**src/sv/rgb2g_pkg.sv**
```systemverilog
// shared types and constants of the rgb to gray byte stream converter
`default_nettype none

package rgb2g_pkg;

    localparam int CFG_W  = 14;
    localparam int BYTE_W = 8;
    localparam int SUM_W  = 10;
    localparam int ADDR_W = 2;

    // floor(x/3) as (x * 683) >> 11, exact for x below 2048
    localparam int RECIP_W     = 10;
    localparam int RECIP_SHIFT = 11;
    localparam logic [RECIP_W-1:0] RECIP_3 = RECIP_W'(683);

    typedef enum logic [ADDR_W-1:0] {
        REG_IMAGE_WIDTH   = 2'd0,
        REG_IMAGE_HEIGHT  = 2'd1,
        REG_SOURCE_FORMAT = 2'd2,
        REG_UNUSED        = 2'd3
    } t_reg_idx;

    // one finished pixel waiting for the output register
    typedef struct packed {
        logic             valid;
        logic [SUM_W-1:0] sum;
        logic             row_end;
        logic             last_row;
        logic [1:0]       pad_out;
    } t_desc;

endpackage

`default_nettype wire

```
**src/sv/rgb_to_gray_average_stream.sv**
```systemverilog
// top level: bitmap pixel bytes in, gray bytes with row padding out
// the pixel register takes a pixel's gray sum with its last colour byte, and the output
//   register takes the gray byte from it when neither back-pressure nor padding holds it
// throughput: one source byte per cycle; a row end's padding of up to three bytes holds
//   the output register, covered by the skipped source padding bytes and the bytes of
//   the next pixel, so the source is only stalled by output back-pressure
// reset: synchronous active low; all counters clear, registers go to width 1,
//   height 1, 24-bit format
`default_nettype none

module rgb_to_gray_average_stream
    import rgb2g_pkg::*;
#(
    parameter int MAX_DIM = 8192
) (
    input  wire logic              i_clk,
    input  wire logic              i_rst_n,
    input  wire logic              i_cfg_we,
    input  wire logic [ADDR_W-1:0] i_cfg_addr,
    input  wire logic [CFG_W-1:0]  i_cfg_wdata,
    input  wire logic              i_src_valid,
    output logic                   o_src_stall,
    input  wire logic [BYTE_W-1:0] i_src_byte,
    output logic                   o_gray_valid,
    input  wire logic              i_gray_stall,
    output logic [BYTE_W-1:0]      o_gray_byte,
    output logic                   o_is_padding,
    output logic                   o_row_last,
    output logic                   o_image_last,
    output logic                   o_run_last
);

    localparam int CNT_W = $clog2(MAX_DIM);
    localparam int CMP_W = ((CNT_W > CFG_W) ? CNT_W : CFG_W) + 1;
    localparam logic [CMP_W-1:0] DIM_MAX = CMP_W'(MAX_DIM);
    localparam int PROD_W = SUM_W + RECIP_W;

    logic [CFG_W-1:0]  r_width, r_height;
    logic              r_fmt;
    logic [1:0]        r_phase, n_phase;
    logic [CNT_W-1:0]  r_col, n_col;
    logic [CNT_W-1:0]  r_row, n_row;
    logic [1:0]        r_skip, n_skip;
    logic [SUM_W-1:0]  r_sum, n_sum;
    t_desc             r_desc, n_desc;

    logic              r_o_valid, n_o_valid;
    logic [BYTE_W-1:0] r_o_gray, n_o_gray;
    logic              r_o_pad, n_o_pad;
    logic              r_o_rlast, n_o_rlast;
    logic              r_o_ilast, n_o_ilast;
    logic              r_o_runlast, n_o_runlast;
    logic [1:0]        r_pad_left, n_pad_left;
    logic              r_pad_lrow, n_pad_lrow;

    logic              src_acc, o_adv, d_take;
    logic [CMP_W-1:0]  w_eff, h_eff, col_nx, row_nx;
    logic [2:0]        ph3, fb3;
    logic [SUM_W-1:0]  sum_new;
    logic              last_row;
    logic [PROD_W-1:0] prod;

    // clamp the dimension registers into 1..MAX_DIM
    always_comb begin
        w_eff = CMP_W'(r_width);
        if (r_width == '0)
            w_eff = CMP_W'(1);
        else if (w_eff > DIM_MAX)
            w_eff = DIM_MAX;
        h_eff = CMP_W'(r_height);
        if (r_height == '0)
            h_eff = CMP_W'(1);
        else if (h_eff > DIM_MAX)
            h_eff = DIM_MAX;
    end

    assign col_nx   = CMP_W'(r_col) + CMP_W'(1);
    assign row_nx   = CMP_W'(r_row) + CMP_W'(1);
    assign last_row = (row_nx >= h_eff);
    assign ph3      = {1'b0, r_phase};
    assign fb3      = {2'b00, r_fmt};
    assign sum_new  = (ph3 == fb3) ? SUM_W'(i_src_byte) : r_sum + SUM_W'(i_src_byte);
    assign prod     = PROD_W'(r_desc.sum) * PROD_W'(RECIP_3);

    assign o_adv       = !r_o_valid || !i_gray_stall;
    assign d_take      = r_desc.valid && o_adv && (r_pad_left == 2'd0);
    assign o_src_stall = r_desc.valid && !d_take;
    assign src_acc     = i_src_valid && !o_src_stall;

    always_comb begin
        n_phase = r_phase;
        n_col   = r_col;
        n_row   = r_row;
        n_skip  = r_skip;
        n_sum   = r_sum;
        n_desc  = r_desc;
        if (d_take) begin
            n_desc.valid = 1'b0;
        end
        if (src_acc) begin
            if (r_skip != 2'd0) begin
                n_skip = r_skip - 2'd1;
            end else if (ph3 < fb3) begin
                n_phase = r_phase + 2'd1;
                n_sum   = '0;
            end else if (ph3 < fb3 + 3'd2) begin
                n_phase = r_phase + 2'd1;
                n_sum   = sum_new;
            end else begin
                // pixel complete
                n_phase         = '0;
                n_sum           = '0;
                n_desc.valid    = 1'b1;
                n_desc.sum      = sum_new;
                n_desc.pad_out  = 2'd0 - w_eff[1:0];
                n_desc.last_row = last_row;
                if (col_nx < w_eff) begin
                    n_col          = CNT_W'(col_nx);
                    n_desc.row_end = 1'b0;
                end else begin
                    n_col          = '0;
                    n_desc.row_end = 1'b1;
                    n_row          = last_row ? '0 : CNT_W'(row_nx);
                    n_skip         = r_fmt ? 2'd0 : w_eff[1:0];
                end
            end
        end
    end

    // output register: gray byte first, then the row's padding bytes
    always_comb begin
        n_o_valid   = r_o_valid;
        n_o_gray    = r_o_gray;
        n_o_pad     = r_o_pad;
        n_o_rlast   = r_o_rlast;
        n_o_ilast   = r_o_ilast;
        n_o_runlast = r_o_runlast;
        n_pad_left  = r_pad_left;
        n_pad_lrow  = r_pad_lrow;
        if (o_adv) begin
            if (r_pad_left != 2'd0) begin
                n_o_valid   = 1'b1;
                n_o_gray    = '0;
                n_o_pad     = 1'b1;
                n_o_rlast   = (r_pad_left == 2'd1);
                n_o_ilast   = (r_pad_left == 2'd1) && r_pad_lrow;
                n_o_runlast = (r_pad_left == 2'd1);
                n_pad_left  = r_pad_left - 2'd1;
            end else if (r_desc.valid) begin
                n_o_valid   = 1'b1;
                n_o_gray    = prod[RECIP_SHIFT +: BYTE_W];
                n_o_pad     = 1'b0;
                n_o_rlast   = r_desc.row_end && (r_desc.pad_out == 2'd0);
                n_o_ilast   = r_desc.row_end && (r_desc.pad_out == 2'd0) && r_desc.last_row;
                n_o_runlast = !r_desc.row_end || (r_desc.pad_out == 2'd0);
                n_pad_left  = r_desc.row_end ? r_desc.pad_out : 2'd0;
                n_pad_lrow  = r_desc.last_row;
            end else begin
                n_o_valid = 1'b0;
            end
        end
    end

    always_ff @(posedge i_clk) begin
        if (!i_rst_n) begin
            r_width      <= CFG_W'(1);
            r_height     <= CFG_W'(1);
            r_fmt        <= 1'b0;
            r_phase      <= '0;
            r_col        <= '0;
            r_row        <= '0;
            r_skip       <= '0;
            r_sum        <= '0;
            r_desc.valid <= 1'b0;
            r_o_valid    <= 1'b0;
            r_pad_left   <= '0;
        end else begin
            if (i_cfg_we) begin
                case (t_reg_idx'(i_cfg_addr))
                    REG_IMAGE_WIDTH:   r_width  <= i_cfg_wdata;
                    REG_IMAGE_HEIGHT:  r_height <= i_cfg_wdata;
                    REG_SOURCE_FORMAT: r_fmt    <= i_cfg_wdata[0];
                    default: ;
                endcase
            end
            r_phase      <= n_phase;
            r_col        <= n_col;
            r_row        <= n_row;
            r_skip       <= n_skip;
            r_sum        <= n_sum;
            r_desc.valid <= n_desc.valid;
            r_o_valid    <= n_o_valid;
            r_pad_left   <= n_pad_left;
        end
        r_desc.sum      <= n_desc.sum;
        r_desc.row_end  <= n_desc.row_end;
        r_desc.last_row <= n_desc.last_row;
        r_desc.pad_out  <= n_desc.pad_out;
    end

    always_ff @(posedge i_clk) begin
        r_o_gray        <= n_o_gray;
        r_o_pad         <= n_o_pad;
        r_o_rlast       <= n_o_rlast;
        r_o_ilast       <= n_o_ilast;
        r_o_runlast     <= n_o_runlast;
        r_pad_lrow      <= n_pad_lrow;
    end

    assign o_gray_valid = r_o_valid;
    assign o_gray_byte  = r_o_gray;
    assign o_is_padding = r_o_pad;
    assign o_row_last   = r_o_rlast;
    assign o_image_last = r_o_ilast;
    assign o_run_last   = r_o_runlast;

endmodule

`default_nettype wire

```
**config.mk**
```make
export PLATFORM = sky130hd
export DESIGN_NAME = rgb_to_gray_average_stream
export DESIGN_NICKNAME = d
export VERILOG_FILES = /design/src/sv/rgb2g_pkg.sv /design/src/sv/rgb_to_gray_average_stream.sv
export SDC_FILE = /design/constraint.sdc
export NUM_CORES = 1
export LEC_CHECK = 0
export BUFFER_PORTS_ARGS = -buffer_cell sky130_fd_sc_hd__buf_4
export CAP_MARGIN = 20
export CORE_ASPECT_RATIO = 0.75
export CORE_MARGIN = 2
export CORE_UTILIZATION = 45
export CTS_BUF_LIST = sky130_fd_sc_hd__clkbuf_4 sky130_fd_sc_hd__clkbuf_8 sky130_fd_sc_hd__clkbuf_16
export DETAILED_ROUTE_END_ITERATION = 12
export MAX_ROUTING_LAYER = met4
export REMOVE_ABC_BUFFERS = 1
export SYNTH_ARGS = -nofsm -noshare
export SYNTH_HDL_FRONTEND = slang
export SYNTH_SLANG_ARGS = --single-unit
```
**constraint.sdc**
```tcl
create_clock -name i_clk -period 7.7 [get_ports i_clk]
set_input_delay 2.31 -clock i_clk [delete_from_list [all_inputs] [get_ports i_clk]]
set_output_delay 2.31 -clock i_clk [all_outputs]
set_load 0.05 [all_outputs]
```
* Word-level counts from Yosys, hierarchy flattened *
Index checks and enable logic that the tools add are counted.
W data, S select, Z words.

word-level totals
  word-level logic and storage cells = 114
  input bits = 29
  bits in registers = 100
  output and inout bits = 14

cells by class
  reduce and logical (&&, ||, !) cells = 31
  add/sub/neg operators = 8
  multiply operators = 1
  muxes and demuxes = 35
  equality and inequality tests = 7
  bitwise logic cells = 5
  $lt $le $gt $ge = 6

operator list
  kind                      count
  $mux W15                  4
  $mux W14                  4
  $mux W10                  3
  $add A13 B1 Y14 const B   2
  $gt A14 B14 Y1 const B    2
  $logic_not A14 Y1         2
  $mux W13                  2
  $mux W2                   10
  $mul A10 B10 Y19 const B  1
  $ge A14 B15 Y1            1
  $lt A14 B15 Y1            1
  $mux W1                   11
  $add A10 B8 Y10           1
  $reduce_and A2 Y1         5
  $mux W8                   1
  $reduce_and A4 Y1         2
  $logic_and A1 B1 Y1       7
  $logic_not A2 Y1          3
  $ne A2 B2 Y1 const B      3
  $reduce_bool A2 Y1        3
  $logic_not A1 Y1          5
  $not A1 Y1                5
  $reduce_and A5 Y1         1
  $eq A2 B1 Y1 const B      2
  10 further kinds          12

* Depth between registers and ports, before layout *
  depth in word-level cells = 9
  gate-level depth with buffers = 17
  mapped depth without buffers = 17

* Worst setup path after synthesis *
OpenSTA, ideal clock, no wires.

  path kind = input -> output
  start point = input port i_gray_stall
  end point = output port o_src_stall
  arrival time = 3.046 ns
  buffers on the path = 1
  stages = 4
  data required time = 5.390 ns
  setup slack = 2.344 ns
  path through = and2_1 -> clkbuf_1 -> o21ai_1 -> inv_1

between the ends
  longest elaborated chain between the ends = 6

ends and longest elaborated chain
  item                              line                              RTL
  start, declared                   rgb_to_gray_average_stream.sv:25  input wire logic i_gray_stall,
  $logic_not A1 Y1                  rgb_to_gray_average_stream.sv:85  assign o_adv = !r_o_valid || !i_gray_stall;
  $logic_or A1 B1 Y1                rgb_to_gray_average_stream.sv:85
  $logic_and A1 B1 Y1 (2 in a row)  rgb_to_gray_average_stream.sv:86  assign d_take = r_desc.valid && o_adv && (r_pad_left == 2'd0);
  $logic_not A1 Y1                  rgb_to_gray_average_stream.sv:87  assign o_src_stall = r_desc.valid && !d_take;
  $logic_and A1 B1 Y1               rgb_to_gray_average_stream.sv:87
  end, declared                     rgb_to_gray_average_stream.sv:22  output logic o_src_stall,

No other way between the ends.

* Worst setup path in the final report *
Same ends and word-level chain as after synthesis.

==> impl_results.md <==
- IO buf count: 42
- # resized after CTS: 0
- Post-DP HPWL: between 10000 and 15000 um
- CTS tree: done
- DR vias: 5567
- First-pass GRT wire length: roughly 25000 um
- Clock group share of total power: 33.1%
- Core Region: between 15000 and 20000 sq um
- CP max FO: 7
- Antenna fix cells: 0
- RSZ-0062 raised after global routing: no
- Initial DRC count: 262
- Synth top area cells: dfxtp_1 (21%), ha_1 (17%), edfxtp_1 (12%), nand2_1 (6.4%), fa_1 (6.3%)
- Vias in the first global route: 5193
- Clock insertion delay at the later pin of the skew report: ~0.35 ns
- Final instance area: a little under 8000 sq um
- Worst Skew: about 0.01 ns
- Post-Route WL: between 15000 and 20000 um
- Power Total: ~1.4 mW
- Clock root buffer: clkbuf_16
- Layout Cells excl Fill: 1039
- Setup tns final: 0 ns
- # Post-CTS Setup Buffers: 0
- Critical path arrival: 3.21 ns
- Critical path class: in -> out
- Gr usage total: about a fifth
- Synth Register Bits: 100
- Final setup fails: 0
- Leakage dissipation: 3.39 nW
- Largest net degree at the start of global routing: 52
- Area share of the largest cell type after synthesis: 20.9%
- Worst setup EP type: output pin
- Yosys Warn Count: 0
- PwrDens: ~180 nW/um^2
- Post-DRT Antenna Nets: 0
- Register area share after synthesis: about a third
- Worst setup slack after layout: roughly 2.2 ns
- Drt pass-1 iters: 4
- Grt ovf: 0
- Synth area leader: dfxtp_1
- Worst vdd ir: 0.0949 mV
- FMAX: ~180 MHz
- Clock sink count: 100
- Post-Synthesis Cells: between 700 and 800
- Final Hold Fails: 0
- I/O Pins: 43
- CTS Buf Count: 9
- CP required: between 5 and 6 ns
- DRC Markers: 0
- Initial antenna violation count: 0
- MaxCap Viol Count: 0
- Die width: between 100 and 150 um
- H-Tree Depth: 3
- Deepest clock path buffer count: 2
- Mapped Area: ~7000 sq um
- Pre-CTS WS: between 2 and 2.5 ns
- Final worst-path cycle share: between 70% and 80%
- Hold Crit Class: reg -> reg
- EDFF count, synth: 27
- Sequential share of power: between 40% and 50%
- Synthesis-to-layout area growth: 11.5%
- Syn Area/Cell: between 8 and 9 sq um
- Ys flop type: dfxtp_1
- Placed cells: between 1000 and 1500
- Pin slew with the least headroom to its limit: 0.855 ns
- DIE AREA: 16600 sq um
- Final Max Tran Viols: 0
- Int Pwr: 982 uW
- Cell variety after synth: 63
- CTS clk-pin slew, worst paths: 0.07 ns
- Share of layout cells above drive strength 1: between 8 and 9%
- Starting Density: 45.9%
- Comb power frac: approximately a quarter
- Final net count: approximately 980
- NetSw: 420 uW
- Rows: 39
- Sw frac: between 20% and 30%
- Hold_buf cts: 0
- Min Tclk post-route: between 5 and 6 ns
- Startpoint Class: input port
- Routability cong.: approximately 0.85
- Outcome: finished clean
- Ys async rst share: 0%
- Routed len/inst: 14.5 um
- Placed Area: 7470 sq um
- Die height: around 110 um
- Vias per Instance: around 5.4
- Slew HR: 42.8%
-- final cells by class --
type	instances	area [sq um]
Sequential cell	100	2270
Clock inverter	4	27.5
Fill cell	1408	7430
Multi-Input combinational cell	606	4360
Tap cell	205	256
Timing Repair Buffer	47	353
Clock buffer	12	283
Inverter	65	244
-- cell usage after synthesis, types with 10 or more instances --
library cell,number
a21oi_1,66
clkbuf_1,22
nand2_1,120
fa_1,22
ha_1,96
nand3_1,34
nor3_1,17
o21ai_0,10
o21ai_1,11
dfxtp_1,73
inv_1,62
xnor2_1,25
xor2_1,16
nor2_1,62
edfxtp_1,27
-- kinds of logic after synthesis --
family          after synthesis  share of synthesized area (%)
flops                       100                           32.5
xor+xnor                     41                           5.14
buf+inv                      93                           5.19
compound gates              146                           13.1
simple gates                295                           19.7
fa+ha+maj                   118                           23.5
mux                           6                          0.859
-- cells in the final DEF, fill, tap and decap left out, types with 11 or more instances in the layout --
| cell | n |
|---|---|
| nor2_1 | 62 |
| inv_1 | 62 |
| dfxtp_1 | 73 |
| fa_1 | 22 |
| o21ai_1 | 11 |
| nand2_1 | 120 |
| xnor2_1 | 25 |
| nand3_1 | 34 |
| xor2_1 | 16 |
| edfxtp_1 | 27 |
| clkbuf_16 | 11 |
| ha_1 | 96 |
| a21oi_1 | 66 |
| nor3_1 | 17 |
| buf_4 | 47 |
-- worst max-delay path, stage by stage --
cell and delay [ns]:
buf_4 0.13, and2_1 0.21, o21ai_1 0.26, inv_1 0.10, buf_4 0.20
-- final timing paths --
path | start | end | slack (ns) | cells past startpoint
hold reg to reg | r_width[10] | r_width[10] | 0.47 | 2
hold / removal | r_width[10] | r_width[10] | 0.47 | 2
setup / recovery | i_gray_stall | o_src_stall | 2.18 | 5
setup reg to reg | r_desc[11] | o_gray_byte[7] | 2.93 | 17
-- sequential cells by signal, indices dropped and copies added, names as in the netlist, 2 cells and up --
name,flops
r_skip,2
r_width,14
r_row,13
r_col,13
r_pad_left,2
r_sum,10
o_gray_byte,8
r_desc,15
r_phase,2
r_height,14
-- stage by stage --
step           utilization (%)  hold WS [ns]
6_report                  51.2         0.471
5_1_grt                   51.2         0.500
3_3_place_gp              49.1         0.463
2_1_floorplan                -         0.426
4_1_cts                   51.1         0.476
3_5_place_dp              49.1         0.466
-- metal layers --
layer / global-route usage, % / routed length, um / vias to the layer above
met1: 27.0 / 7860 / 2617
met2: 29.4 / 6550 / 92
met4: 3.37 / 155 / 0
met5: - / 0 / -
li1: - / - / 2844
met3: 3.73 / 457 / 14
-- power groups by stage --
stage	Clock, mW	Sequential, mW	Combinational [mW]
after floorplan	0	0.596	0.260
after detailed placement	0	0.593	0.356
after global routing	0.498	0.582	0.411
after CTS	0.475	0.580	0.360
final	0.464	0.580	0.357
after global placement	0	0.592	0.348
No activity file was read; power rests on OpenSTA's default activity.
